<file path="src/sv/unsigned_to_ascii_digits_macros.svh">
// assertion macros for the unsigned to ascii digits block
// used by the top level only, needs no package
`ifndef UNSIGNED_TO_ASCII_DIGITS_MACROS_SVH
`define UNSIGNED_TO_ASCII_DIGITS_MACROS_SVH

// same-cycle implication, checked outside reset
`define U2A_ASSERT_NOW(label, clk, rstn, ante, cons) \
    label: assert property (@(posedge clk) disable iff (!(rstn)) (ante) |-> (cons)) \
        else $error("assertion failed: label");

// next-cycle implication, checked outside reset
`define U2A_ASSERT_NEXT(label, clk, rstn, ante, cons) \
    label: assert property (@(posedge clk) disable iff (!(rstn)) (ante) |=> (cons)) \
        else $error("assertion failed: label");

`endif

</file>
<file path="src/sv/u2a_pkg.sv">
// shared types, constants and the digit to ascii lookup
// for the unsigned to ascii digits block; no dependencies
`default_nettype none

package u2a_pkg;

    localparam int VALUE_WIDTH = 32;
    localparam int IN_W        = 32;
    localparam int MAX_DIGITS  = (VALUE_WIDTH + 2) / 3;
    localparam int CNT_W       = $clog2(VALUE_WIDTH + 1);
    localparam int REM_W       = $clog2(MAX_DIGITS + 1);
    localparam int CHAR_W      = 7;
    localparam int COUNT_W     = 4;
    localparam int PADDR_W     = 3;
    localparam int PDATA_W     = 32;

    // register index field of paddr
    localparam logic [PADDR_W-3:0] REG_RADIX_MODE = '0;

    localparam logic [CHAR_W-1:0] ASCII_ZERO    = 7'h30;
    localparam logic [CHAR_W-1:0] ASCII_UPPER_A = 7'h41;
    localparam logic [CHAR_W-1:0] ASCII_LOWER_A = 7'h61;

    typedef enum logic [1:0] {
        RADIX_DEC       = 2'd0,
        RADIX_OCT       = 2'd1,
        RADIX_HEX_LOWER = 2'd2,
        RADIX_HEX_UPPER = 2'd3
    } radix_t;

    typedef enum logic [1:0] {
        CONV_IDLE,
        CONV_SHIFT,
        CONV_HOLD
    } conv_state_t;

    typedef logic [3:0] digit_t;

    // converter to emitter handoff
    typedef struct packed {
        logic                           valid;
        logic                           upper;
        logic [MAX_DIGITS-1:0][3:0]     digits;
    } conv_result_t;

    function automatic logic [CHAR_W-1:0] digit_to_char(digit_t d, logic upper);
        logic [CHAR_W-1:0] c;
        if (d < 4'd10) begin
            c = ASCII_ZERO + CHAR_W'(d);
        end else if (upper) begin
            c = ASCII_UPPER_A + CHAR_W'(d - 4'd10);
        end else begin
            c = ASCII_LOWER_A + CHAR_W'(d - 4'd10);
        end
        return c;
    endfunction

endpackage

`default_nettype wire

</file>
<file path="src/sv/u2a_cfg.sv">
// apb-style register port holding the radix mode
// depends on u2a_pkg
`default_nettype none

module u2a_cfg import u2a_pkg::*; (
    input  wire logic               aclk,
    input  wire logic               aresetn,
    input  wire logic               psel,
    input  wire logic               penable,
    input  wire logic               pwrite,
    input  wire logic [PADDR_W-1:0] paddr,
    input  wire logic [PDATA_W-1:0] pwdata,
    output logic      [PDATA_W-1:0] prdata,
    output logic                    pready,
    output radix_t                  radix_mode
);

    radix_t radix_reg;
    radix_t radix_next;
    logic   hit;

    assign hit    = (paddr[PADDR_W-1:2] == REG_RADIX_MODE);
    assign pready = 1'b1;

    always_comb begin
        radix_next = radix_reg;
        if (psel && penable && pwrite && hit) begin
            radix_next = radix_t'(pwdata[1:0]);
        end
    end

    always_ff @(posedge aclk) begin
        if (!aresetn) begin
            radix_reg <= RADIX_DEC;
        end else begin
            radix_reg <= radix_next;
        end
    end

    always_comb begin
        prdata = '0;
        if (hit) begin
            prdata = PDATA_W'(radix_reg);
        end
    end

    assign radix_mode = radix_reg;

endmodule

`default_nettype wire

</file>
<file path="src/sv/u2a_conv.sv">
// bit-serial shift-and-adjust converter: one value bit per cycle into a digit register
// depends on u2a_pkg
`default_nettype none

module u2a_conv import u2a_pkg::*; (
    input  wire logic            aclk,
    input  wire logic            aresetn,
    input  wire logic            s_valid,
    output logic                 s_ready,
    input  wire logic [IN_W-1:0] s_value,
    input  wire radix_t          radix_mode,
    input  wire logic            take,
    output conv_result_t         result
);

    conv_state_t state_reg;
    conv_state_t state_next;

    logic [CNT_W-1:0]           cnt_reg;
    logic [VALUE_WIDTH-1:0]     value_reg;
    logic [MAX_DIGITS-1:0][3:0] digits_reg;
    logic [MAX_DIGITS-1:0][3:0] digits_next;
    radix_t                     mode_reg;
    logic [MAX_DIGITS:0]        carry;
    logic                       accept;

    assign accept = s_valid && s_ready;

    // next state
    always_comb begin
        state_next = state_reg;
        case (state_reg)
            CONV_IDLE: begin
                if (s_valid) state_next = CONV_SHIFT;
            end
            CONV_SHIFT: begin
                if (cnt_reg == CNT_W'(1)) state_next = CONV_HOLD;
            end
            CONV_HOLD: begin
                if (take) state_next = CONV_IDLE;
            end
            default: state_next = CONV_IDLE;
        endcase
    end

    // outputs
    always_comb begin
        s_ready       = (state_reg == CONV_IDLE);
        result.valid  = (state_reg == CONV_HOLD);
        result.upper  = (mode_reg == RADIX_HEX_UPPER);
        result.digits = digits_reg;
    end

    // each digit's carry out depends only on its own old value, so the chain is shallow
    always_comb begin
        digit_t adj;
        carry[0] = value_reg[VALUE_WIDTH-1];
        for (int i = 0; i < MAX_DIGITS; i++) begin
            adj = digits_reg[i];
            case (mode_reg)
                RADIX_DEC: begin
                    if (digits_reg[i] >= 4'd5) adj = digits_reg[i] + 4'd3;
                    carry[i+1]     = adj[3];
                    digits_next[i] = {adj[2:0], carry[i]};
                end
                RADIX_OCT: begin
                    carry[i+1]     = adj[2];
                    digits_next[i] = {1'b0, adj[1:0], carry[i]};
                end
                default: begin
                    carry[i+1]     = adj[3];
                    digits_next[i] = {adj[2:0], carry[i]};
                end
            endcase
        end
    end

    always_ff @(posedge aclk) begin
        if (!aresetn) begin
            state_reg <= CONV_IDLE;
        end else begin
            state_reg <= state_next;
        end
    end

    always_ff @(posedge aclk) begin
        if (accept) begin
            value_reg  <= VALUE_WIDTH'(s_value);
            digits_reg <= '0;
            cnt_reg    <= CNT_W'(VALUE_WIDTH);
            mode_reg   <= radix_mode;
        end else if (state_reg == CONV_SHIFT) begin
            value_reg  <= {value_reg[VALUE_WIDTH-2:0], 1'b0};
            digits_reg <= digits_next;
            cnt_reg    <= cnt_reg - CNT_W'(1);
        end
    end

endmodule

`default_nettype wire

</file>
<file path="src/sv/u2a_emit.sv">
// digit emitter: shifts digits out most significant first, drops leading zeros
// and drives the result output register; depends on u2a_pkg
`default_nettype none

module u2a_emit import u2a_pkg::*; (
    input  wire logic                aclk,
    input  wire logic                aresetn,
    input  wire conv_result_t        result,
    output logic                     take,
    output logic                     m_valid,
    input  wire logic                m_ready,
    output logic [CHAR_W-1:0]        m_digit_char,
    output logic [COUNT_W-1:0]       m_digit_count,
    output logic                     m_last_digit
);

    logic                       busy_reg,    busy_next;
    logic                       started_reg, started_next;
    logic [REM_W-1:0]           rem_reg,     rem_next;
    logic [COUNT_W-1:0]         count_reg,   count_next;
    logic                       m_valid_reg, m_valid_next;
    logic [MAX_DIGITS-1:0][3:0] dig_reg;
    logic                       upper_reg;
    logic [CHAR_W-1:0]          char_reg;
    logic [COUNT_W-1:0]         mcount_reg;
    logic                       last_reg;

    logic   step;
    logic   final_slot;
    logic   show;
    digit_t top;

    assign take       = result.valid && !busy_reg;
    assign step       = busy_reg && (!m_valid_reg || m_ready);
    assign top        = dig_reg[MAX_DIGITS-1];
    assign final_slot = (rem_reg == REM_W'(1));
    // the least significant slot always shows, so zero gives a single '0'
    assign show       = (top != 4'd0) || started_reg || final_slot;

    always_comb begin
        busy_next    = busy_reg;
        started_next = started_reg;
        rem_next     = rem_reg;
        count_next   = count_reg;
        m_valid_next = m_valid_reg;
        if (take) begin
            busy_next    = 1'b1;
            started_next = 1'b0;
            rem_next     = REM_W'(MAX_DIGITS);
            count_next   = '0;
        end else if (step) begin
            rem_next = rem_reg - REM_W'(1);
            if (final_slot) busy_next = 1'b0;
            if (show) begin
                started_next = 1'b1;
                count_next   = count_reg + COUNT_W'(1);
            end
        end
        if (step) begin
            m_valid_next = show;
        end else if (m_ready) begin
            m_valid_next = 1'b0;
        end
    end

    always_ff @(posedge aclk) begin
        if (!aresetn) begin
            busy_reg    <= 1'b0;
            started_reg <= 1'b0;
            rem_reg     <= '0;
            count_reg   <= '0;
            m_valid_reg <= 1'b0;
        end else begin
            busy_reg    <= busy_next;
            started_reg <= started_next;
            rem_reg     <= rem_next;
            count_reg   <= count_next;
            m_valid_reg <= m_valid_next;
        end
    end

    always_ff @(posedge aclk) begin
        if (take) begin
            dig_reg   <= result.digits;
            upper_reg <= result.upper;
        end else if (step) begin
            dig_reg <= {dig_reg[MAX_DIGITS-2:0], 4'h0};
        end
        if (step && show) begin
            char_reg   <= digit_to_char(top, upper_reg);
            mcount_reg <= count_reg + COUNT_W'(1);
            last_reg   <= final_slot;
        end
    end

    assign m_valid       = m_valid_reg;
    assign m_digit_char  = char_reg;
    assign m_digit_count = mcount_reg;
    assign m_last_digit  = last_reg;

endmodule

`default_nettype wire

</file>
<file path="src/sv/unsigned_to_ascii_digits.sv">
// after a request is accepted, the bit-serial converter shifts in one value bit per cycle,
// then the emitter takes the result, skips leading zeros and shows the first digit
// the converter can accept a new value once the emitter has taken the last result,
// while its digits are still shown; digits leave at one per cycle while m_ready stays high
// reset: aresetn synchronous active low, clears control and sets radix mode to decimal
`default_nettype none
`include "unsigned_to_ascii_digits_macros.svh"

module unsigned_to_ascii_digits import u2a_pkg::*; (
    input  wire logic               aclk,
    input  wire logic               aresetn,
    input  wire logic               s_valid,
    output logic                    s_ready,
    input  wire logic [IN_W-1:0]    s_value,
    output logic                    m_valid,
    input  wire logic               m_ready,
    output logic [CHAR_W-1:0]       m_digit_char,
    output logic [COUNT_W-1:0]      m_digit_count,
    output logic                    m_last_digit,
    input  wire logic               psel,
    input  wire logic               penable,
    input  wire logic               pwrite,
    input  wire logic [PADDR_W-1:0] paddr,
    input  wire logic [PDATA_W-1:0] pwdata,
    output logic      [PDATA_W-1:0] prdata,
    output logic                    pready
);

    radix_t       radix_mode;
    conv_result_t conv_result;
    logic         take;

    u2a_cfg u_cfg (
        .aclk       (aclk),
        .aresetn    (aresetn),
        .psel       (psel),
        .penable    (penable),
        .pwrite     (pwrite),
        .paddr      (paddr),
        .pwdata     (pwdata),
        .prdata     (prdata),
        .pready     (pready),
        .radix_mode (radix_mode)
    );

    u2a_conv u_conv (
        .aclk       (aclk),
        .aresetn    (aresetn),
        .s_valid    (s_valid),
        .s_ready    (s_ready),
        .s_value    (s_value),
        .radix_mode (radix_mode),
        .take       (take),
        .result     (conv_result)
    );

    u2a_emit u_emit (
        .aclk          (aclk),
        .aresetn       (aresetn),
        .result        (conv_result),
        .take          (take),
        .m_valid       (m_valid),
        .m_ready       (m_ready),
        .m_digit_char  (m_digit_char),
        .m_digit_count (m_digit_count),
        .m_last_digit  (m_last_digit)
    );

    // converter is busy shifting once a request is taken
    `U2A_ASSERT_NEXT(a_busy_after_accept, aclk, aresetn, s_valid && s_ready, !s_ready)

    // every character shown is a legal digit of one of the forms
    `U2A_ASSERT_NOW(a_char_legal, aclk, aresetn, m_valid,
        (m_digit_char >= 7'h30 && m_digit_char <= 7'h39) ||
        (m_digit_char >= 7'h41 && m_digit_char <= 7'h46) ||
        (m_digit_char >= 7'h61 && m_digit_char <= 7'h66))

    // leading zeros are suppressed unless the value is zero itself
    `U2A_ASSERT_NOW(a_no_leading_zero, aclk, aresetn,
        m_valid && (m_digit_count == 4'd1) && !m_last_digit, m_digit_char != 7'h30)

endmodule

`default_nettype wire
</file>
<file path="config.mk">
export PLATFORM = sky130hd
export DESIGN_NAME = unsigned_to_ascii_digits
export DESIGN_NICKNAME = d
export VERILOG_FILES = /design/src/sv/u2a_pkg.sv /design/src/sv/u2a_cfg.sv /design/src/sv/u2a_conv.sv /design/src/sv/u2a_emit.sv /design/src/sv/unsigned_to_ascii_digits.sv
export VERILOG_INCLUDE_DIRS = /design/src /design/src/sv
export SDC_FILE = /design/constraint.sdc
export NUM_CORES = 1
export LEC_CHECK = 0
export BUFFER_PORTS_ARGS = -buffer_cell sky130_fd_sc_hd__buf_4
export CAP_MARGIN = 20
export CORE_ASPECT_RATIO = 0.5
export CORE_MARGIN = 10
export CORE_UTILIZATION = 57
export DETAILED_ROUTE_END_ITERATION = 8
export GPL_ROUTABILITY_DRIVEN = 0
export PLACE_DENSITY = 0.9
export SLEW_MARGIN = 5
export SYNTH_ARGS = -nofsm -noshare
export SYNTH_HDL_FRONTEND = slang
export SYNTH_SLANG_ARGS = --single-unit
</file>
<file path="constraint.sdc">
create_clock -name aclk -period 2.9 [get_ports aclk]
set_input_delay 0.29 -clock aclk [delete_from_list [all_inputs] [get_ports aclk]]
set_output_delay 0.29 -clock aclk [all_outputs]
set_load 0.05 [all_outputs]
</file>
* Word-level counts from Yosys, hierarchy flattened
Cells that the tools add are included.
** Word-level totals
- Register bits :: 156
- Input port bits :: 74
- Output and inout bits :: 47
- Logic and storage cells :: 151
** Operators by class
- Add/subtract/negate cells :: 18
- $lt $le $gt $ge :: 12
- Equality and inequality tests :: 9
- Muxes and demuxes :: 50
- Bitwise gates (word level) :: 2
- Reductions and logical operators :: 23
** Operator list (number)
- two-way mux 44 bit :: 2
- one-hot mux 4 bit (2 select lines) :: 11
- two-way mux 32 bit :: 2
- two-way mux 4 bit :: 12
- greater-or-equal comparator 4 x 3 -> 1 bit (second input constant) :: 11
- adder 4 x 2 -> 4 bit (second input constant) :: 10
- one-hot mux 1 bit (2 select lines) :: 10
- adder 7 bit (first input constant) :: 2
- two-way mux 7 bit :: 2
- two-way mux 2 bit :: 4
- nonzero test 2 bit :: 4
- adder 6 x 4 -> 7 bit (first input constant) :: 1
- logical AND 1 bit :: 7
- == test 6 x 1 -> 1 bit (second input constant) :: 1
- one-hot mux 2 bit (3 select lines) :: 1
- subtractor 6 x 1 -> 6 bit (second input constant) :: 1
- two-way mux 1 bit :: 5
- subtractor 4 x 4 -> 5 bit (second input constant) :: 1
- adder 4 x 1 -> 4 bit (second input constant) :: 1
- == test 2 x 1 -> 1 bit (second input constant) :: 2
- == test 2 bit (second input constant) :: 2
- == test 4 x 1 -> 1 bit (second input constant) :: 1
- zero test 2 bit :: 2
- < comparator 4 bit (second input constant) :: 1
- other kinds (12) :: 18

* Longest topological paths before layout
Gate-level depths: netlist of run 1.
- Depth after elaboration :: 5
- Gate-level depth with buffers :: 7
- Gate-level depth less buffers :: 7

* Hierarchy
Synthesis of run 1 repeated with hierarchy kept, for this count alone.
** Second synthesis, totals
- Cell total of the unflattened synthesis :: 857
- Area, all modules :: 8060.2 µm²
** Modules (own cells, without submodules)
- u2a_conv :: instances 1, cells each 530, area an instance 4692.0 µm², sequential area each 2062.0 µm²
- u2a_emit :: instances 1, cells each 283, area an instance 3021.6 µm², sequential area each 1931.9 µm²
- u2a_cfg :: instances 1, cells each 44, area an instance 346.6 µm², sequential area each 40.0 µm²

* Worst setup path after synthesis of run 1
OpenSTA, ideal clock, no wires.
- Path type :: register to register
- From :: register u_emit.m_valid_reg (netlist: u_emit.m_valid)
- To :: register u_emit.dig_reg[0] (netlist bit), enable pin
- Setup time :: 0.404 ns
- Arrival time :: 1.984 ns
- Required time :: 2.496 ns
- Path slack :: 0.512 ns
- Stages on the path, launching flop included :: 4
- Buffers on the path :: 0
- Clock period less this slack :: 2.388 ns
- Cell sequence :: dfxtp_1 nand2b_1 and2_1 or2_1
** On the way
- Longest elaborated chain between the ends :: 4
** Ends and longest elaborated chain
- start, declared :: RTL line u2a_emit.sv:21 : logic m_valid_reg, m_valid_next;
- start signal, assigned :: RTL line u2a_emit.sv:78 : m_valid_reg <= m_valid_next;
- zero test 1 bit :: RTL line u2a_emit.sv:34 : assign step = busy_reg && (!m_valid_reg || m_ready);
- logical OR 1 bit :: RTL line u2a_emit.sv:34
- logical AND 1 bit :: RTL line u2a_emit.sv:34
- nonzero test 2 bit (no source line)
- end signal, assigned :: RTL line u2a_emit.sv:84 : dig_reg <= result.digits;
- end signal, assigned :: RTL line u2a_emit.sv:87 : dig_reg <= {dig_reg[MAX_DIGITS-2:0], 4'h0};
- end, declared :: RTL line u2a_emit.sv:22 : logic [MAX_DIGITS-1:0][3:0] dig_reg;
Every way passes these cells.
A chain may end at the register's enable or synchronous reset.

* Worst setup path in the final report of run 1
- From :: register u_conv.state_reg[1]
- To :: register u_emit.dig_reg[4] (netlist bit) (data pin)
** On the way
- Longest elaborated chain between the ends :: 3
** Ends and longest elaborated chain
- start, declared :: RTL line u2a_conv.sv:16 : conv_state_t state_reg;
- start signal, assigned :: RTL line u2a_conv.sv:82 : state_reg <= state_next;
- == test 2 bit :: RTL line u2a_conv.sv:49 : result.valid = (state_reg == CONV_HOLD);
- logical AND 1 bit :: RTL line u2a_emit.sv:33 : assign take = result.valid && !busy_reg;
- two-way mux 44 bit :: RTL line u2a_emit.sv:83 : if (take) begin
Every way passes these cells.

==> impl_metrics.ini, run 1 <==
[timing]
period_share_pct = 71.6
layout_setup_ws_ns = 0.823
slew_viol_final = 0
grt_setup_unrepaired = false
worst_pin_slew_ns = 0.646
layout_min_cycle_time_ns = 2.08
tns_ns = 0
fin_worst_skew_ns = 0.0106
slew_headroom_pct = 56.9
hold_viol_final = 0
finalSetupViolCount = 0
fmax_mhz = 482
hold_ws_ns = 0.117

[pwr]
leakage_nw = 3.55
p_switching_mw = 1.76
swShare_pct = 29.3
peakVddDrop_mv = 0.410
powerDensity_nw_per_um2 = 660
combPwrFrac_pct = 15.4
pwr-share-clk_pct = 39.2
intPower_mw = 4.25
pwr-share-seq_pct = 45.4
power_mw = 6.01

[final_layout]
synthToLayoutAreaGrowth_pct = 13.7
final_cell_mix = 124 x nand2_1, 91 x edfxtp_1, 67 x buf_4, 65 x dfxtp_1, 50 x a21oi_1
antenna_cells = 0
layout_commonest_cell = nand2_1
largest_reg_flops = 44
fill_cells = 967
finalNetCount = 948
drive_gt1_share_pct = 17.1
final_cells = 1045

[floorplan]
ios = 121
die_x_um = 188
dieArea_um2 = 19500
initial_utilization_pct = 58.7
fp.coreArea_um2 = 13600
die_y_um = 104
rows = 30

[placement]
pre_cts_ws_ns = 0.850
io_buffers = 57
place_inst = 1013
dp_hpwl_mm = 10.8

[worst_setup_path]
crit_path_top_delay_cell = buf_4
critPathRequiredTime_ns = 3.07
endpoint_kind = flop
critPathArrivalTime_ns = 2.25
path_class = flop to flop
worst-r2r-setup-slack_ns = 0.82
start_kind = flop
critPathMaxStageDelay_ns = 0.48
crit_path_max_fanout = 48
path_cells = nor2b_1 -> nor2b_4 -> buf_4 -> mux2_2

[status]
outcome = finished clean

[grt]
grt_pass1_wl_mm = 29.4
grt_max_degree = 49
grtUsageTotal_pct = 18.0
antenna_found_initial = 0
overflow = 0
grt_pass1_vias = 6105

[logic_synthesis]
synth_top_cell_by_area = edfxtp_1
async_flop_share_pct = 0
netlist_instances = 796
synth_area_leaders = edfxtp_1 34%, dfxtp_1 16%, nand2_1 5.8%
netlist-cell-type-count = 51
synth_warnings = 0
synth_flop_cell = edfxtp_1
ys_seq_area_share_pct = 50.4
synth-seq-cells = 156
synth_edf_count = 91
syn_area_um2 = 8000
synth_top_area_share_pct = 34.2
synth_area_per_cell_um2 = 10.0

[route]
drtIter0Drc = 578
firstDrtPassIters = 5
route.detailed.drc = 0
wl_mm = 17.6
via_per_inst = 5.77
vias = 6031
ant_nets = 0
drt-wirelength-per-cell_um = 16.9

[cts]
clk_latency_ns = 0.43
cts_setup_buffers = 0
ctsHoldBuffers = 0
clock_path_buffers = 2
post_cts_resized = 0
tritoncts = built
h-tree-depth = 4
cts_num_sinks = 156
cts_made_buffers = 17
clockRootBuffer = clkbuf_16
clkTransAtPathRegs_ns = 0.07

[worst_hold_path]
worstHoldPathType = primary input to flop

[flow_run]
drv_cap = 0
## area by class of cell
cell class / count / area (um^2) / share of cell area [%]
Sequential cell: 156 / 4030 / 44.3
Multi-Input combinational cell: 560 / 3520 / 38.7
Timing Repair Buffer: 69 / 543 / 5.97
Clock buffer: 19 / 454 / 4.99
Tap cell: 192 / 240 / 2.64
Clock inverter: 13 / 168 / 1.84
Inverter: 36 / 135 / 1.49
## metrics by stage
stage               utilization [%]  instance area [um^2]
floorplan                         -                  8110
global placement               62.2                  8470
detailed placement             62.2                  8470
CTS                            66.8                  9100
global route                   66.8                  9100
finish                         66.8                  9100
## power groups by stage
stage	Combinational, mW	Clock, mW	Sequential, mW
2_1_floorplan	0.715	0	2.72
3_3_place_gp	0.829	0	2.75
3_5_place_dp	0.887	0	2.77
4_1_cts	0.911	2.37	2.72
5_1_grt	1.03	2.47	2.75
6_report	0.922	2.35	2.73
## path summary, 6_finish.rpt
check,start,endpoint,cells past startpoint
hold / removal,s_value[15],u_conv.value_reg[15],3
setup reg to reg,u_conv.state_reg[1],u_emit.dig_reg[4],4
hold reg to reg,u_emit.started_reg,u_emit.started_reg,2
setup / recovery,u_conv.state_reg[1],u_emit.dig_reg[4],4
## worst max-delay path, delay by kind of cell (launching register included)
family                 cells  cell delay, ns
buffers and inverters      1            0.48
flip-flops                 1            0.42
multiplexers               1            0.42
AND/OR/NAND/NOR            2            0.45
## synthesized netlist by cell type, types with 3 or more instances
library cell    n
mux2i_1         3
nand2_1       124
clkbuf_1       16
buf_4          37
nor3b_1         6
nand4_1        12
buf_2          14
mux2_2         37
o21ai_0        46
a21o_1         11
a211oi_1        4
a31oi_1         6
xor2_1         11
nor3_1         13
o311ai_0        7
o311ai_1        4
dfxtp_1        65
or2_1           3
nand2b_1       15
o21ai_1        10
nor2_1         22
o211ai_1       22
mux2_1          3
edfxtp_1       91
buf_1           6
xnor2_1        10
inv_1          35
nor2b_1        18
and2_1         15
a21oi_1        50
ha_1           34
nand3_1        22
a221oi_1        4
## layer usage
metal | share of wire (%) | global-route usage [%]
met1 | 41 | 20.7
met2 | 47 | 30.0
met3 | 9.8 | 5.89
met4 | 2.7 | 7.89
met5 | 0 | 0
## cell families (layout without fill, tap and decap cells)
kind of cell | after synthesis | after routing | synth area share (%)
buffers and inverters | 109 | 137 | 7.07
AO/OA/AOI/OAI | 173 | 173 | 13.3
adder cells (fa/ha/maj) | 34 | 34 | 5.32
other | 2 | 31 | 0.0939
XOR/XNOR | 21 | 21 | 2.30
flip-flops | 156 | 156 | 50.4
multiplexers | 43 | 43 | 6.01
AND/OR/NAND/NOR | 258 | 258 | 15.5
Power figures use the tool's default switching activity.
==> run 2: changes to the inputs <==
- clock period: 2.9 -> 2.1 ns (I/O delays scaled with it)
==> impl_metrics.ini, run 2 (synthesis results as in run 1) <==
[cts]
clock_path_buffers = 2
cts_made_buffers = 17
post_cts_resized = 0
h-tree-depth = 4
clockRootBuffer = clkbuf_16
cts_num_sinks = 156
clkTransAtPathRegs_ns = 0.07
tritoncts = built
clk_latency_ns = 0.43
cts_setup_buffers = 0
ctsHoldBuffers = 0

[worst_setup_path]
critPathArrivalTime_ns = 2.25
start_kind = flop
endpoint_kind = flop
path_cells = inv_1 -> ha_1 -> or4b_4 -> o211ai_4 -> buf_4 -> mux2i_1 -> nor2_1
critPathRequiredTime_ns = 2.42
crit_path_top_delay_cell = or4b_4
critPathMaxStageDelay_ns = 0.49
path_delay_family = simple AND/OR/NAND/NOR gates
path_class = flop to flop
path_buf_inv = 2
crit_path_max_fanout = 6

[timing]
fmax_mhz = 518
period_share_pct = 91.9
hold_viol_final = 0
worst_pin_slew_ns = 1.03
layout_min_cycle_time_ns = 1.93
fin_worst_skew_ns = 0.0118
slew_headroom_pct = 31.4
finalSetupViolCount = 0
tns_ns = 0
grt_setup_unrepaired = false
slew_viol_final = 0

[final_layout]
synthToLayoutAreaGrowth_pct = 14.6
drive_gt1_share_pct = 18.0
finalNetCount = 956
antenna_cells = 0
layout_commonest_cell = nand2_1
final_cell_mix = 124 x nand2_1, 91 x edfxtp_1, 74 x buf_4, 65 x dfxtp_1, 50 x a21oi_1
fill_cells = 950
largest_reg_flops = 44

[floorplan]
die_y_um = 104
dieArea_um2 = 19500
die_x_um = 188
fp.coreArea_um2 = 13600
ios = 121
initial_utilization_pct = 58.7
rows = 30

[route]
wl_mm = 16.9
route.detailed.drc = 0
ant_nets = 0
drtIter0Drc = 494
via_per_inst = 5.68
vias = 5980
firstDrtPassIters = 5
drt-wirelength-per-cell_um = 16.0

[worst_hold_path]
worstHoldPathType = primary input to flop

[pwr]
leakage_nw = 3.58
power_mw = 8.14
peakVddDrop_mv = 0.407
powerDensity_nw_per_um2 = 888

[grt]
grt_max_degree = 50
antenna_found_initial = 0
overflow = 0
grtUsageTotal_pct = 17.4
grt_pass1_wl_mm = 28.6
grt_pass1_vias = 5985

[placement]
io_buffers = 57
dp_hpwl_mm = 10.9

[flow_run]
drv_cap = 0

[status]
outcome = finished clean
run 2: area by class of cell:
class	count	area (um^2)	area share, %
clock buffers	18	450	4.91
clock inverters	14	165	1.80
inverters	36	135	1.47
multi-input cells	560	3520	38.5
flip-flops and latches	156	4030	44.0
well taps	192	240	2.62
repair buffers	77	616	6.72
run 2: metal layers:
metal  share of wire (%)  vias up  global-route usage, %  wire, um
met2                  47      278                   28.6      7980
met5                   0        -                      0         0
met4                 1.9        0                   7.15       319
met1                  42     2800                   20.9      7060
li1                    -     2867                      -         -
met3                 9.0       35                   4.95      1520
run 2: final timing paths:
kind / start / endpoint / slack [ns] / depth (start not counted)
hold / removal: s_value[15] / u_conv.value_reg[15] / 0.03 / 3
setup reg to reg: u_emit.top[1] / u_emit.count_reg[1] / 0.17 / 7
hold reg to reg: u_emit.started_reg / u_emit.started_reg / 0.46 / 2
setup / recovery: u_emit.top[1] / u_emit.count_reg[1] / 0.17 / 7
run 2: power breakdown:
group / internal [mW] / switching, mW
registers: 3.52 / 0.237
logic: 0.463 / 0.800
clock network: 1.68 / 1.44
run 2: stage by stage:
step                setup WS, ns  util [%]  cell area [um^2]  hold WS [ns]  std cells
global placement           0.258      62.7              8550         0.435       1021
detailed placement         0.164      62.7              8550         0.448       1021
global route              0.0536      67.3              9170        0.0352       1053
floorplan                 0.0630         -              8110         0.376        825
finish                     0.170      67.3              9170        0.0334       1053
CTS                        0.149      67.3              9170        0.0263       1053
run 2: tightest hold or removal path, delay by kind of cell:
family | cells | cell delay [ns]
and+or+nand+nor | 2 | 0.08
buffers and inverters | 1 | 0.07
==> run 3: changes to the inputs <==
- CELL_PAD_IN_SITES_DETAIL_PLACEMENT: unset -> 0
- CELL_PAD_IN_SITES_GLOBAL_PLACEMENT: unset -> 2
- CORE_UTILIZATION: 57 -> 36
- PLACE_DENSITY: 0.9 -> 0.89
==> impl_metrics.ini, run 3 (synthesis results as in run 1) <==
[final_layout]
antenna_cells = 0
finalNetCount = 959
final_cell_mix = 124 x nand2_1, 91 x edfxtp_1, 74 x buf_4, 65 x dfxtp_1, 50 x a21oi_1
regArea_um2 = 4030
multi_input_area_um2 = 3520
synthToLayoutAreaGrowth_pct = 16.6
layout_commonest_cell = nand2_1
largest_reg_flops = 44
drive_gt1_share_pct = 18.3
fill_cells = 2107

[grt]
grtUsageTotal_pct = 11.8
grt_pass1_vias = 5643
antenna_found_initial = 0
grt_max_degree = 75
overflow = 0
grt_pass1_wl_mm = 28.4

[cts]
cts_made_buffers = 17
post_cts_resized = 0
clkTransAtPathRegs_ns = 0.07
ctsHoldBuffers = 0
cts_num_sinks = 156
h-tree-depth = 4
tritoncts = built
clockRootBuffer = clkbuf_16
cts_setup_buffers = 0
clock_path_buffers = 2
clk_latency_ns = 0.43

[floorplan]
die_x_um = 231
ios = 121
initial_utilization_pct = 36.8
die_y_um = 125
dieArea_um2 = 28900
rows = 38
fp.coreArea_um2 = 21700

[timing]
finalSetupViolCount = 0
tns_ns = 0
fin_worst_skew_ns = 0.00852
hold_viol_final = 0
fmax_mhz = 510
grt_setup_unrepaired = false
period_share_pct = 93.3
layout_setup_ws_ns = 0.141
hold_ws_ns = 0.0309
slew_viol_final = 0
layout_min_cycle_time_ns = 1.96

[pwr]
peakVddDrop_mv = 0.577
leakage_nw = 3.59
powerDensity_nw_per_um2 = 868

[route]
firstDrtPassIters = 5
drt-wirelength-per-cell_um = 14.7
wl_met3_um = 871
wl_mm = 17.1
vias = 5735
drtIter0Drc = 297
top_layer_used = met4
via_per_inst = 4.93
wl_met1_mm = 8.38
dr_wl_met2_mm = 7.60
ant_nets = 0
route.detailed.drc = 0

[worst_setup_path]
endpoint_kind = flop
start_kind = flop
critPathRequiredTime_ns = 2.23
critPathArrivalTime_ns = 2.09
path_class = flop to flop
crit_path_max_fanout = 12

[placement]
io_buffers = 57
pre_cts_ws_ns = 0.140
dp_hpwl_mm = 11.4

[worst_hold_path]
worstHoldPathType = primary input to flop

[flow_run]
drv_cap = 0

[status]
outcome = finished clean
==> run 3: changes by cell type in the layout (fill, tap and decap cells not counted) <==
cell | before | now
clkinv_2 | 0 | 2
or2_2 | 0 | 1
clkinvlp_4 | 0 | 2
bufinv_16 | 0 | 1
inv_8 | 5 | 0
buf_12 | 3 | 6
clkbuf_1 | 0 | 1
or2_1 | 2 | 1
inv_4 | 0 | 3
clkinv_8 | 4 | 0
inv_6 | 3 | 2
clkbuf_8 | 0 | 1
==> run 3: routing by layer <==
layer  vias up  global-route usage, %
met2       135                   18.1
met4         0                   4.27
met1      2715                   15.6
li1       2863                      -
met5         -                      0
met3        22                   3.45
==> run 3: path summary, 6_finish.rpt <==
path | endpoint | from | cells after the start | slack [ns]
setup / recovery | u_emit.m_digit_char[3] | u_emit.top[1] | 5 | 0.14
hold / removal | u_conv.value_reg[5] | s_value[5] | 3 | 0.03
setup reg to reg | u_emit.m_digit_char[3] | u_emit.top[1] | 5 | 0.14
hold reg to reg | u_conv.result[0] | u_conv.value_reg[31] | 2 | 0.45
==> run 3: critical path: stages, from the launching register on <==
cell	delay, ns
edfxtp_1	0.41
inv_1	0.15
ha_1	0.15
or4b_4	0.48
o211ai_4	0.22
inv_1	0.24
==> run 3: per-stage QoR <==
stage	instance area (um^2)	std cells	util [%]	power [mW]
finish	9320	1164	42.9	8.09
global route	9320	1164	42.9	8.50
CTS	9320	1164	42.9	8.17
detailed placement	8740	1132	40.2	5.09
global placement	8740	1132	40.2	5.05
floorplan	8110	825	-	4.74
==> run 3: report_power, final <==
part           internal, mW  switching [mW]  total (mW)
Sequential             3.52           0.234        3.76
Clock                  1.74            1.33        3.07
Combinational         0.481           0.783        1.26
Total                  5.75            2.34        8.09
==> run 3: layout make-up <==
| cell class | count | area share [%] |
|---|---|---|
| clock buffer | 20 | 5.02 |
| clock inverter | 12 | 1.17 |
| timing repair buffer | 80 | 7.25 |
| sequential | 156 | 43.3 |
| multi-input combinational | 560 | 37.8 |
| tap | 300 | 4.03 |
| inverter | 36 | 1.45 |
